[config.mk]
export PLATFORM = sky130hd
export DESIGN_NAME = cts_divider
export DESIGN_NICKNAME = d
export VERILOG_FILES = /design/src/rtl/cts_pkg.sv /design/src/rtl/cts_divider.sv
export SDC_FILE = /design/constraint.sdc
export NUM_CORES = 1
export LEC_CHECK = 0
export BUFFER_PORTS_ARGS = -buffer_cell sky130_fd_sc_hd__clkbuf_2
export CORE_AREA = 2 2 157 174
export CTS_CLUSTER_DIAMETER = 100
export DETAILED_ROUTE_END_ITERATION = 8
export DIE_AREA = 0 0 159 176
export SLEW_MARGIN = 20
export SYNTH_ARGS = -nofsm -noshare
export SYNTH_HDL_FRONTEND = slang
export SYNTH_SLANG_ARGS = --single-unit
[constraint.sdc]
create_clock -name clk -period 5.9 [get_ports clk]
set_input_delay 0.59 -clock clk [delete_from_list [all_inputs] [get_ports clk]]
set_output_delay 0.59 -clock clk [all_outputs]
set_load 0.05 [all_outputs]
[src/rtl/cts_pkg.sv]
`timescale 1ns / 1ps

package cts_pkg;

	localparam int POS_W       = 10;
	localparam int LEN_W       = 11;
	localparam int RAD_W       = 6;
	localparam int DATA_W      = 32;
	localparam int WGT_W       = RAD_W + 1;
	localparam int PROD_W      = DATA_W + WGT_W + 1;
	localparam int ACC_W       = 45;
	localparam int QUO_W       = 32;
	localparam int REM_W       = ACC_W - QUO_W;
	localparam int DIV_W       = 2 * WGT_W - 1;
	localparam int QUEUE_DEPTH = 4;
	localparam int PADDR_W     = 3;
	localparam int PDATA_W     = 32;

	localparam logic KIND_STORE = 1'b0;
	localparam logic KIND_QUERY = 1'b1;

	localparam logic REG_RING_LENGTH = 1'b0;
	localparam logic REG_RADIUS      = 1'b1;

	localparam logic STATUS_OK    = 1'b0;
	localparam logic STATUS_RANGE = 1'b1;

	typedef enum logic [1:0] {
		OP_STORE,
		OP_QUERY,
		OP_ERROR
	} op_t;

	typedef struct packed {
		op_t                       op;
		logic [POS_W-1:0]          pos;
		logic signed [DATA_W-1:0]  value;
	} entry_t;

	typedef struct packed {
		logic                      err;
		logic [POS_W-1:0]          pos;
		logic signed [ACC_W-1:0]   sum;
	} job_t;

	typedef struct packed {
		logic [LEN_W-1:0] length;
		logic [RAD_W-1:0] radius;
	} cfg_t;

endpackage

[src/rtl/cts_divider.sv]
`timescale 1ns / 1ps

module cts_divider (
	input  logic                              clk,
	input  logic                              arst_n,
	input  logic [cts_pkg::RAD_W-1:0]         radius,
	input  logic                              job_valid,
	output logic                              job_ready,
	input  cts_pkg::job_t                     job,
	output logic                              result_valid,
	input  logic                              result_ready,
	output logic [cts_pkg::POS_W-1:0]         result_position,
	output logic signed [cts_pkg::DATA_W-1:0] smoothed_value,
	output logic                              status
);
	import cts_pkg::*;

	localparam int CNT_W = $clog2(QUO_W);

	localparam logic [1:0] ST_IDLE = 2'd0;
	localparam logic [1:0] ST_ADD  = 2'd1;
	localparam logic [1:0] ST_ITER = 2'd2;
	localparam logic [1:0] ST_FIN  = 2'd3;

	logic [1:0]          state_q;
	logic [ACC_W-1:0]    mag_q;
	logic [DIV_W-1:0]    dvs_q;
	logic [REM_W-1:0]    rem_q;
	logic [QUO_W-1:0]    low_q;
	logic [CNT_W-1:0]    cnt_q;
	logic                neg_q;
	logic                err_q;
	logic [POS_W-1:0]    pos_q;
	logic                res_valid_q;

	logic                accept;
	logic                out_free;
	logic [WGT_W-1:0]    wgt;
	logic [ACC_W-1:0]    num;
	logic [REM_W:0]      trial;
	logic                qbit;

	assign job_ready    = state_q == ST_IDLE;
	assign accept       = job_valid && job_ready;
	assign out_free     = !res_valid_q || result_ready;
	assign result_valid = res_valid_q;

	assign wgt   = WGT_W'(radius) + WGT_W'(1);
	assign num   = mag_q + ACC_W'(dvs_q >> 1);
	assign trial = {rem_q, low_q[QUO_W-1]};
	assign qbit  = trial >= (REM_W+1)'(dvs_q);

	always_ff @(posedge clk) begin
		unique case (state_q)
			ST_IDLE: begin
				if (accept) begin
					mag_q <= job.sum[ACC_W-1] ? ACC_W'(-job.sum) : ACC_W'(job.sum);
					neg_q <= job.sum[ACC_W-1];
					err_q <= job.err;
					pos_q <= job.pos;
					dvs_q <= DIV_W'(wgt) * DIV_W'(wgt);
				end
			end
			ST_ADD: begin
				// rounding bias, then the top bits seed the remainder (always below divisor)
				rem_q <= num[ACC_W-1:QUO_W];
				low_q <= num[QUO_W-1:0];
				cnt_q <= '0;
			end
			ST_ITER: begin
				rem_q <= qbit ? REM_W'(trial - (REM_W+1)'(dvs_q)) : REM_W'(trial);
				low_q <= {low_q[QUO_W-2:0], qbit};
				cnt_q <= cnt_q + CNT_W'(1);
			end
			default: begin
			end
		endcase
	end

	always_ff @(posedge clk or negedge arst_n) begin
		if (!arst_n) begin
			state_q <= ST_IDLE;
		end else begin
			unique case (state_q)
				ST_IDLE: begin
					if (accept) begin
						state_q <= job.err ? ST_FIN : ST_ADD;
					end
				end
				ST_ADD:  state_q <= ST_ITER;
				ST_ITER: begin
					if (cnt_q == CNT_W'(QUO_W - 1)) begin
						state_q <= ST_FIN;
					end
				end
				ST_FIN: begin
					if (out_free) begin
						state_q <= ST_IDLE;
					end
				end
				default: state_q <= ST_IDLE;
			endcase
		end
	end

	always_ff @(posedge clk) begin
		if (state_q == ST_FIN && out_free) begin
			result_position <= pos_q;
			status          <= err_q ? STATUS_RANGE : STATUS_OK;
			if (err_q) begin
				smoothed_value <= '0;
			end else begin
				smoothed_value <= neg_q ? $signed(-low_q) : $signed(low_q);
			end
		end
	end

	always_ff @(posedge clk or negedge arst_n) begin
		if (!arst_n) begin
			res_valid_q <= 1'b0;
		end else if (state_q == ST_FIN && out_free) begin
			res_valid_q <= 1'b1;
		end else if (result_ready) begin
			res_valid_q <= 1'b0;
		end
	end

	a_rem_below: assert property (@(posedge clk) disable iff (!arst_n)
		state_q == ST_ITER |-> {1'b0, rem_q} < (REM_W+1)'(dvs_q))
		else $error("partial remainder not below divisor");

endmodule

Yosys cells after proc, flatten, opt, wreduce, memory -nomap -nowiden

Cells that the tools add are included.

Add/sub/neg operators: 6
Multipliers: 1
Order comparisons: 1
Equal/unequal tests: 7
Mux-type cells: 14
Reductions and logical operators: 9

Operators by type and width:

| kind                  | number |
|---|---|
| $pmux W32 S2          | 1 |
| $add A45 B12 Y45      | 1 |
| $neg A45 Y45          | 1 |
| $mux W44              | 1 |
| $mux W32              | 1 |
| $neg A32 Y32          | 1 |
| $pmux W13 S2          | 1 |
| $ge A14 B13 Y1        | 1 |
| $mul A7 B7 Y13        | 1 |
| $mux W13              | 1 |
| $sub A13 B13 Y13      | 1 |
| $pmux W5 S2           | 1 |
| $mux W2               | 4 |
| $pmux W2 S4           | 1 |
| $add A6 B1 Y7 const B | 1 |
| $add A5 B1 Y5 const B | 1 |
| $eq A5 B5 Y1 const B  | 1 |
| $eq A2 B2 Y1 const B  | 2 |
| $ne A2 B2 Y1 const B  | 2 |
| $reduce_bool A2 Y1    | 2 |
| $mux W1               | 3 |
| $reduce_and A3 Y1     | 1 |
| $eq A2 B1 Y1 const B  | 1 |
| $logic_and A1 B1 Y1   | 2 |
| 5 further kinds       | 5 |

Register bits: 166
Input bits: 66
Output and inout bits: 45
Logic and storage cells: 52

Logic depth before layout (Yosys ltp)

Gate-level depths: netlist of the first run.

Depth in word-level cells: 4
Depth in mapped cells: 21
Gate-level depth less buffers: 21

Worst setup path before layout of the first run

OpenSTA, ideal clock, no wires.

Path type: input to register
Start: input radius[0] (netlist bit)
End: register dvs_q[12], data pin
Library setup time: 260 ps
Data arrival time: 4557 ps
Data required time: 5640 ps
Path slack: 1083 ps
Cell stages on the path: 17
Path buffers: 0
Cells stage by stage: ha_1 > nand3_1 > nor2_1 > nand2_1 > or2_2 > fa_1 > inv_1 > fa_1 > fa_1 > ha_1 > ha_1 > a21o_1 > a21oi_1 > o21ai_0 > a211o_1 > a21oi_1 > xnor2_1

Longest elaborated chain between the ends: 2

RTL lines:

| what                 | line              | source |
|---|---|---|
| start, declared      | cts_divider.sv:6  | `input logic [cts_pkg::RAD_W-1:0] radius,` |
| $add A6 B1 Y7        | cts_divider.sv:48 | `assign wgt = WGT_W'(radius) + WGT_W'(1);` |
| $mul A7 B7 Y13       | cts_divider.sv:61 | `dvs_q <= DIV_W'(wgt) * DIV_W'(wgt);` |
| end signal, assigned | cts_divider.sv:61 |  |
| end, declared        | cts_divider.sv:27 | `logic [DIV_W-1:0] dvs_q;` |

No other way between the ends.
A chain may end at the register's enable or synchronous reset.

Worst setup path after layout of the first run

Same ends and word-level chain as after synthesis.

==> results of run 1 <==
area by class of cell:
class	instances	area (um^2)	share of cell area (%)
Clock inverter	13	116	0.982
Clock buffer	19	453	3.82
Timing Repair Buffer	117	626	5.28
Tap cell	352	440	3.72
Inverter	65	244	2.06
Sequential cell	165	4940	41.7
Multi-Input combinational cell	729	5030	42.4
routing by layer:
metal / GRT usage [%] / vias up
li1: - / 3770
met1: 22.5 / 3434
met2: 23.6 / 189
met3: 2.70 / 17
met4: 4.39 / 0
met5: 0 / -
report_power, final:
| group | switching (mW) | internal, mW |
|---|---|---|
| logic | 1.60 | 0.859 |
| registers | 0.306 | 1.95 |
| clock network | 0.484 | 0.573 |
| total | 2.39 | 3.38 |
registers in the layout, summed over array words and instances (netlist names):
name	count
low_q	32
dvs_q	12
state_q	2
neg_q	1
pos_q	10
err_q	1
result_valid	1
result_position	10
rem_q	13
mag_q	45
smoothed_value	32
status	1
cnt_q	5
stage by stage:
| stage | power (mW) | instances | hold slack [ps] |
|---|---|---|---|
| after detailed placement | 4.76 | 1427 | 399 |
| after global routing | 6.19 | 1460 | 316 |
| after floorplan | 4.13 | 988 | 294 |
| final | 5.78 | 1460 | 341 |
| after global placement | 4.72 | 1426 | 398 |
| after CTS | 5.83 | 1460 | 327 |
worst paths after layout:
path	depth (start not counted)	endpoint	slack, ps
max	18	dvs_q[12]	1040
min	1	pos_q[8]	340
max reg2reg	8	rem_q[12]	2440
min reg2reg	0	result_position[1]	420
max in group asynchronous	2	state_q[1]	5290
min in group asynchronous	2	state_q[0]	490
critical path, delay by kind of cell:
kind                       cells  cell delay, ps
buffers and inverters          2             250
AOI/OAI and AO/OA              5             950
xor gates and xnor gates       1              80
adders and majority gates      6            2410
and+or+nand+nor                4             740
logic make-up after synthesis:
kind of cell / synth area share [%]
simple gates: 16.4
compound gates: 10.8
flops: 48.0
xor+xnor: 10.9
buf+inv: 3.43
fa+ha+maj: 9.38
mux: 1.08
other cells: 0.0364
cells in the final DEF, fill, tap and decap left out, types with 17 or more instances in the layout:
| master | n |
|---|---|
| a21oi_1 | 26 |
| clkbuf_16 | 17 |
| clkbuf_2 | 110 |
| edfxtp_1 | 162 |
| ha_1 | 56 |
| inv_1 | 64 |
| nand2_1 | 88 |
| nand3_1 | 20 |
| nor2_1 | 90 |
| nor3_1 | 25 |
| o21ai_0 | 71 |
| o31ai_1 | 21 |
| or3_1 | 17 |
| xnor2_1 | 86 |
| xor2_1 | 42 |
timing repair:
action,4_1_cts,5_1_grt
hold endpoints to repair,3,0
buffers inserted,0,0
hold buffers,1,0
==> results.yml, run 1 <==
global_route:
  grt_remaining_overflow: 0
  grt_max_degree: 91
  grt_usage_pct: 15.4
  grt_pass1_vias: 6859
  grt_pass1_wl_um: 34800
  antenna_found_initial: 0
status:
  status: "finished clean"
floorplan:
  top_level_ports: 111
  dieWidth_um: 159
  fp.dieH_um: 176
  die_area_um2: 28000
  core_region_area_um2: 26100
  initial_core_util_pct: 39.5
  num_rows: 62
synth:
  netlist_area_um2: 10300
  synth_edf_count: 162
  seq_area_frac_synth_pct: 48.0
  synthFlopType: "edfxtp_1"
  avgSynthCellArea_um2: 10.4
  yosys.area.top_type_share_pct: 47.2
  synth_area_leaders: "edfxtp_1 47%, xnor2_1 7.3%, ha_1 7.0%, xor2_1 3.6%, o21ai_0 3.4%"
  synth_cells: 986
  yosys.area.top_type: "edfxtp_1"
  yosysWarningCount: 0
  synth_common_cells: "162 x edfxtp_1, 90 x nor2_1, 88 x nand2_1"
  yosysUniqueCellTypes: 61
  synthArstFlopShare_pct: 1.82
  ys_ff_latch: 165
  synth_most_common_cell: "edfxtp_1"
placed_design:
  numPortBuffers: 110
  gp_congestion: 0.827
  place_ws_ps: 590
  dp.final_hpwl_um: 16400
  dpl-instance-area_um2: 11300
detailed_routing:
  postRouteAntennaNets: 0
  met2_length_um: 9320
  wl_per_cell_um: 14.6
  vias_per_cell: 5.08
  wirelength_um: 21300
  vias: 7410
  drc: 0
  top_layer: "met4"
  met3_wirelength_um: 1040
  drt_iter0_markers: 424
  dr.pass1.iters: 5
  wl_met1_um: 10600
sta:
  grt_setup_unrepaired: "no"
  setup_violations: 0
  finalHoldViolCount: 0
  final.setup.tns_ps: 0
  finalMaxSlewViolations: 0
  timing.final.crit_share_pct: 82.4
  post-route-min-period_ps: 4860
  slew_headroom_pct: 28.9
  fin_ws_ps: 1040
  finClkSkew_ps: 11.9
  fmax_mhz: 206
  worstMarginPinSlew_ps: 1070
finish:
  drive_gt1_share_pct: 15.2
  fin_util_pct: 45.5
  stdcell_area_um2: 11800
  n_fill_cell: 2454
  num_antenna_cells: 0
  nets: 1231
  area_delta_synth_final_pct: 15.0
critical_path:
  worstPathArrival_ps: 5050
  required_ps: 6090
  startpoint: "radius[0]"
  worst_setup_path_end_kind: "register"
  rr_startpoint: "mag_q[2]"
  slowest_delay_ps: 540
  crit_type: "input pin to register"
  worstPathMaxFanout: 10
  cp_cell_sequence: "clkbuf_2 -> ha_1 -> nand3_1 -> nor2_1 -> nand2_1 -> or2_2 -> fa_1 -> inv_1 -> fa_1 -> fa_1 -> ha_1 -> ha_1 -> a21o_1 -> a21oi_1 -> o21ai_0 -> a211o_1 -> a21oi_1 -> xnor2_1"
  critPathLaunchType: "input pin"
  slowest_stage: "fa_1"
clock_network:
  insertion_delay_ps: 430
  htree_levels: 4
  ctsLongestPathBuffers: 2
  clkTransAtPathRegs_ps: 70
  numCtsBuffers: 17
  ctsRootBufferMaster: "clkbuf_16"
  cts_resized: 0
  clock-sinks: 165
  cts_tree: "done"
pwr:
  p_leak_nw: 4.56
  power_density_nw_per_um2: 487
  irDropWorstVdd_uv: 321
worst_hold_path:
  hp-start: "job[53]"
  hold_path_class: "input pin to register"
flow_run:
  cap_viol_max_count: 0
Note: power is estimated with default switching activity, not from simulation.
==> inputs of run 2 (changes only) <==
==> constraint.sdc (replaced) <==
create_clock -name clk -period 4.6 [get_ports clk]
set_input_delay 0.46 -clock clk [delete_from_list [all_inputs] [get_ports clk]]
set_output_delay 0.46 -clock clk [all_outputs]
set_load 0.05 [all_outputs]
==> run 2 against run 1 <==
Die area unchanged. Utilization up 1.2 points. Sequential share of layout area down 1.1 points. Worst setup slack worse by 810 ps. Total power up 31%. Largest power group unchanged. Highest routed layer unchanged.
==> results.yml, run 2 (synthesized netlist as in run 1, its figures left out) <==
detailed_routing:
  wl_per_cell_um: 14.1
  drc: 0
  postRouteAntennaNets: 0
  wirelength_um: 20900
  drt_iter0_markers: 483
  dr.pass1.iters: 5
  vias_per_cell: 4.99
  vias: 7435
placed_design:
  gp_congestion: 0.826
  dp.final_hpwl_um: 16300
  numPortBuffers: 110
  place_ws_ps: -286
  dpl-instance-area_um2: 11500
clock_network:
  ctsLongestPathBuffers: 2
  numCtsBuffers: 17
  ctsRootBufferMaster: "clkbuf_16"
  clock-sinks: 165
  clkTransAtPathRegs_ps: 70
  htree_levels: 4
  insertion_delay_ps: 420
  cts_tree: "done"
floorplan:
  die_area_um2: 28000
  initial_core_util_pct: 39.5
  num_rows: 62
  top_level_ports: 111
  dieWidth_um: 159
  core_region_area_um2: 26100
  fp.dieH_um: 176
critical_path:
  cp.depth: 18
  slowest_stage: "fa_1"
  worstRegToRegCells: 9
  worst_setup_path_end_kind: "register"
  path_buf_inv: 2
  slowest_delay_ps: 540
  worstPathMaxFanout: 5
  worstPathArrival_ps: 4540
  critPathLaunchType: "input pin"
  crit_type: "input pin to register"
  cp_common_cell: "fa_1"
  cp_cell_sequence: "clkbuf_2 -> ha_4 -> nand3_1 -> nor2_2 -> nand2_2 -> or2_2 -> fa_1 -> inv_1 -> fa_1 -> fa_1 -> ha_1 -> ha_4 -> a21o_1 -> a21oi_2 -> o21ai_1 -> a211o_1 -> a21oi_2 -> xnor2_1"
  required_ps: 4780
  crit_family: "adder cells"
global_route:
  met2_usage_pct: 23.5
  antenna_found_initial: 0
  grt_remaining_overflow: 0
  grt_pass1_vias: 6994
  grt_util_met3_pct: 2.80
  grt.busiest_layer: "met2"
  grt_max_degree: 90
  grt_usage_pct: 15.3
  grt_pass1_wl_um: 34700
  met1_usage_pct: 22.2
finish:
  area_delta_synth_final_pct: 18.0
  nets: 1260
  reg_top3: "mag_q: 45 flops, low_q: 32 flops, smoothed_value: 32 flops"
  largest_reg_flops: 45
  stdcell_area_um2: 12200
  layout_commonest_cell: "edfxtp_1"
  drive_gt1_share_pct: 17.9
  layout_common_cells: "162 x edfxtp_1, 110 x clkbuf_2, 88 x nor2_1"
  top_register: "mag_q"
  num_antenna_cells: 0
  fin_util_pct: 46.6
pwr:
  irDropWorstVdd_uv: 349
  p_leak_nw: 4.73
  power_density_nw_per_um2: 623
sta:
  fin_ws_ps: 234
  finClkSkew_ps: 9.28
  fmax_mhz: 229
  setup_violations: 0
  final.setup.tns_ps: 0
  slew_headroom_pct: 34.4
  post-route-min-period_ps: 4370
  finalMaxSlewViolations: 0
  timing.final.crit_share_pct: 94.9
  finalHoldViolCount: 0
  worstMarginPinSlew_ps: 983
status:
  status: "finished clean"
worst_hold_path:
  hold_depth: 1
  hold_path_class: "input pin to register"
flow_run:
  cap_viol_max_count: 0
## run 2: path summary, 6_finish.rpt
| path | slack [ps] | endpoint | start |
|---|---|---|---|
| worst min register to register | 420 | result_position[6] | pos_q[6] |
| worst min-delay path | 210 | pos_q[6] | job[51] |
| worst max register to register | 1370 | rem_q[9] | mag_q[2] |
| min in group asynchronous | 370 | result_valid | arst_n |
| max in group asynchronous | 4120 | state_q[1] | arst_n |
| worst max-delay path | 230 | dvs_q[12] | radius[0] |
## run 2: per-layer routing
metal  up-vias  routed length (um)
li1       3836                   -
met1      3419               10600
met2       163                9100
met3        17                 932
met4         0                 293
met5         -                   0
## run 2: through the flow
| step | cells | power (mW) | hold slack [ps] |
|---|---|---|---|
| floorplan | 988 | 5.32 | 164 |
| global placement | 1454 | 6.12 | 266 |
| detailed placement | 1454 | 6.15 | 266 |
| CTS | 1487 | 7.63 | 195 |
| global route | 1489 | 8.15 | 193 |
| finish | 1489 | 7.58 | 212 |
## run 2: where the power goes
group	internal, mW	leakage (nW)	switching [mW]	total [mW]
clock	0.864	0.292	0.590	1.45
sequential	2.50	1.57	0.387	2.89
combinational	1.16	2.87	2.08	3.24
total	4.52	4.73	3.06	7.58
## run 2: layout make-up
class / instances / area (um^2)
fill: 2478 / 13900
multi-input combinational: 729 / 5100
sequential: 165 / 4940
timing repair buffer: 146 / 836
tap: 352 / 440
clock buffer: 19 / 433
inverter: 65 / 244
clock inverter: 13 / 170
## run 2: timing repair
action                     4_1_cts  5_1_grt
gates resized for setup          0       11
buffers inserted                 0        1
hold endpoints to repair         3        0
hold buffers                     1        0
setup endpoints to repair        0        4
==> inputs of run 3 (changes only) <==
==> constraint.sdc (replaced) <==
create_clock -name clk -period 4.9 [get_ports clk]
set_input_delay 0.49 -clock clk [delete_from_list [all_inputs] [get_ports clk]]
set_output_delay 0.49 -clock clk [all_outputs]
set_load 0.05 [all_outputs]
==> run 3 against run 2 <==
Combinational power shrank 7.4%. Total power decreased by 7.3%. Critical endpoint unchanged. Routed wire length increased by 1.6%. Clock power decreased by 9%. Clock skew rose by 5.9 ps. Sequential power fell by 6%. Flip-flop and latch count unchanged. First-iteration DRC count up 3.9%. Global-route usage rose by 0.31 points. Worst setup slack improved by 140 ps. Highest routed layer unchanged.
==> results.yml, run 3 (synthesized netlist as in run 1, its figures left out) <==
status:
  status: "finished clean"
sta:
  final.setup.tns_ps: 0
  fmax_mhz: 221
  slew_headroom_pct: 28.6
  worstMarginPinSlew_ps: 1040
  setup_violations: 0
  post-route-min-period_ps: 4520
  finClkSkew_ps: 15.2
  grt_setup_unrepaired: "no"
  timing.final.crit_share_pct: 92.3
  finalMaxSlewViolations: 0
  finalHoldViolCount: 0
pwr:
  power.total_mw: 7.03
  power_density_nw_per_um2: 586
  irDropWorstVdd_uv: 323
  p_leak_nw: 4.65
finish:
  nets: 1248
  largest_reg_flops: 45
  fin_util_pct: 46.0
  n_fill_cell: 2474
  layout_commonest_cell: "edfxtp_1"
  top_register: "mag_q"
  area_delta_synth_final_pct: 16.4
  reg_top3: "mag_q: 45 flops, low_q: 32 flops, smoothed_value: 32 flops"
  layout_common_cells: "162 x edfxtp_1, 110 x clkbuf_2, 90 x nor2_1"
  num_antenna_cells: 0
  drive_gt1_share_pct: 16.1
floorplan:
  initial_core_util_pct: 39.5
  dieWidth_um: 159
  top_level_ports: 111
  core_region_area_um2: 26100
  fp.dieH_um: 176
  die_area_um2: 28000
  num_rows: 62
global_route:
  grt_pass1_wl_um: 35100
  grt_max_degree: 90
  grt_util_met3_pct: 2.89
  met1_usage_pct: 22.5
  grt.busiest_layer: "met2"
  met2_usage_pct: 24.5
  grt_pass1_vias: 6971
  grt_remaining_overflow: 0
  grt_usage_pct: 15.6
  antenna_found_initial: 0
placed_design:
  dp.final_hpwl_um: 16300
  gp_congestion: 0.856
  numPortBuffers: 110
clock_network:
  ctsRootBufferMaster: "clkbuf_16"
  clock-sinks: 165
  insertion_delay_ps: 440
  cts_resized: 0
  numCtsBuffers: 17
  ctsLongestPathBuffers: 2
  htree_levels: 4
  clkTransAtPathRegs_ps: 70
  cts_tree: "done"
detailed_routing:
  drc: 0
  dr.pass1.iters: 5
  wl_per_cell_um: 14.4
  vias_per_cell: 5.01
  vias: 7400
  wirelength_um: 21300
  postRouteAntennaNets: 0
  drt_iter0_markers: 502
critical_path:
  worstPathArrival_ps: 4700
  critPathLaunchType: "input pin"
  required_ps: 5080
  crit_type: "input pin to register"
  worst_setup_path_end_kind: "register"
  worstPathMaxFanout: 5
flow_run:
  cap_viol_max_count: 0
worst_hold_path:
  hold_path_class: "input pin to register"
==> run 3: cell types whose count changed in the layout (fill, tap and decap cells not counted), moves of 2 or more <==
cell / delta
buf_4: -12
inv_6: -3
a21oi_1: +2
a21oi_2: -2
clkbuf_1: +2
ha_1: +2
ha_4: -2
nor2_1: +2
nor2_2: -2
xnor2_1: +2
xnor2_2: -2
==> run 3: where the power goes <==
part,leakage [nW],switching [mW],total (mW),internal (mW)
Combinational,2.80,1.94,3.00,1.06
Sequential,1.57,0.367,2.71,2.35
Clock,0.277,0.546,1.32,0.770
==> run 3: through the flow <==
| stage | instances | hold WS, ps | area (um^2) | worst slack [ps] |
|---|---|---|---|---|
| 2_1_floorplan | 988 | 194 | 10300 | 183 |
| 3_3_place_gp | 1443 | 298 | 11400 | -21.1 |
| 3_5_place_dp | 1444 | 301 | 11400 | -63.2 |
| 4_1_cts | 1477 | 217 | 12000 | 385 |
| 5_1_grt | 1477 | 214 | 12000 | 118 |
| 6_report | 1477 | 231 | 12000 | 377 |
==> run 3: layout make-up <==
class | count | area [um^2] | share of cell area, %
Multi-Input combinational cell | 729 | 5030 | 42.0
Sequential cell | 165 | 4940 | 41.2
Timing Repair Buffer | 134 | 753 | 6.28
Clock buffer | 22 | 454 | 3.79
Tap cell | 352 | 440 | 3.67
Inverter | 65 | 244 | 2.04
Clock inverter | 10 | 126 | 1.05
==> run 3: worst max-delay path, cell delays in order <==
cell      delay [ps]
clkbuf_2         130
ha_1             180
nand3_1          110
nor2_1           140
nand2_1          120
or2_2            310
fa_1             550
inv_1             70
fa_1             500
fa_1             490
ha_1             300
ha_1             310
a21o_1           180
a21oi_1          200
o21ai_0          120
a211o_1          270
a21oi_1          170
xnor2_1           80
==> run 3: per-layer routing <==
| layer | part of all wire [%] | wire length, um | up-vias |
|---|---|---|---|
| li1 | - | - | 3818 |
| met1 | 51 | 10900 | 3398 |
| met2 | 44 | 9350 | 171 |
| met3 | 3.9 | 839 | 13 |
| met4 | 0.73 | 155 | 0 |
| met5 | 0 | 0 | - |
==> run 3: worst paths after layout <==
kind / end / startpoint / slack, ps / cells past startpoint
max reg2reg: rem_q[12] / mag_q[2] / 1490 / 8
min in group asynchronous: result_valid / arst_n / 400 / 2
max: dvs_q[12] / radius[1] / 380 / 18
min: pos_q[8] / job[53] / 230 / 1
max in group asynchronous: state_q[1] / arst_n / 4380 / 2
min reg2reg: result_position[9] / pos_q[9] / 420 / 0
==> run 3: what timing repair did <==
item,4_1_cts,5_1_grt
hold buffers,1,0
endpoints found under the hold margin,3,0
setup buffers,0,0
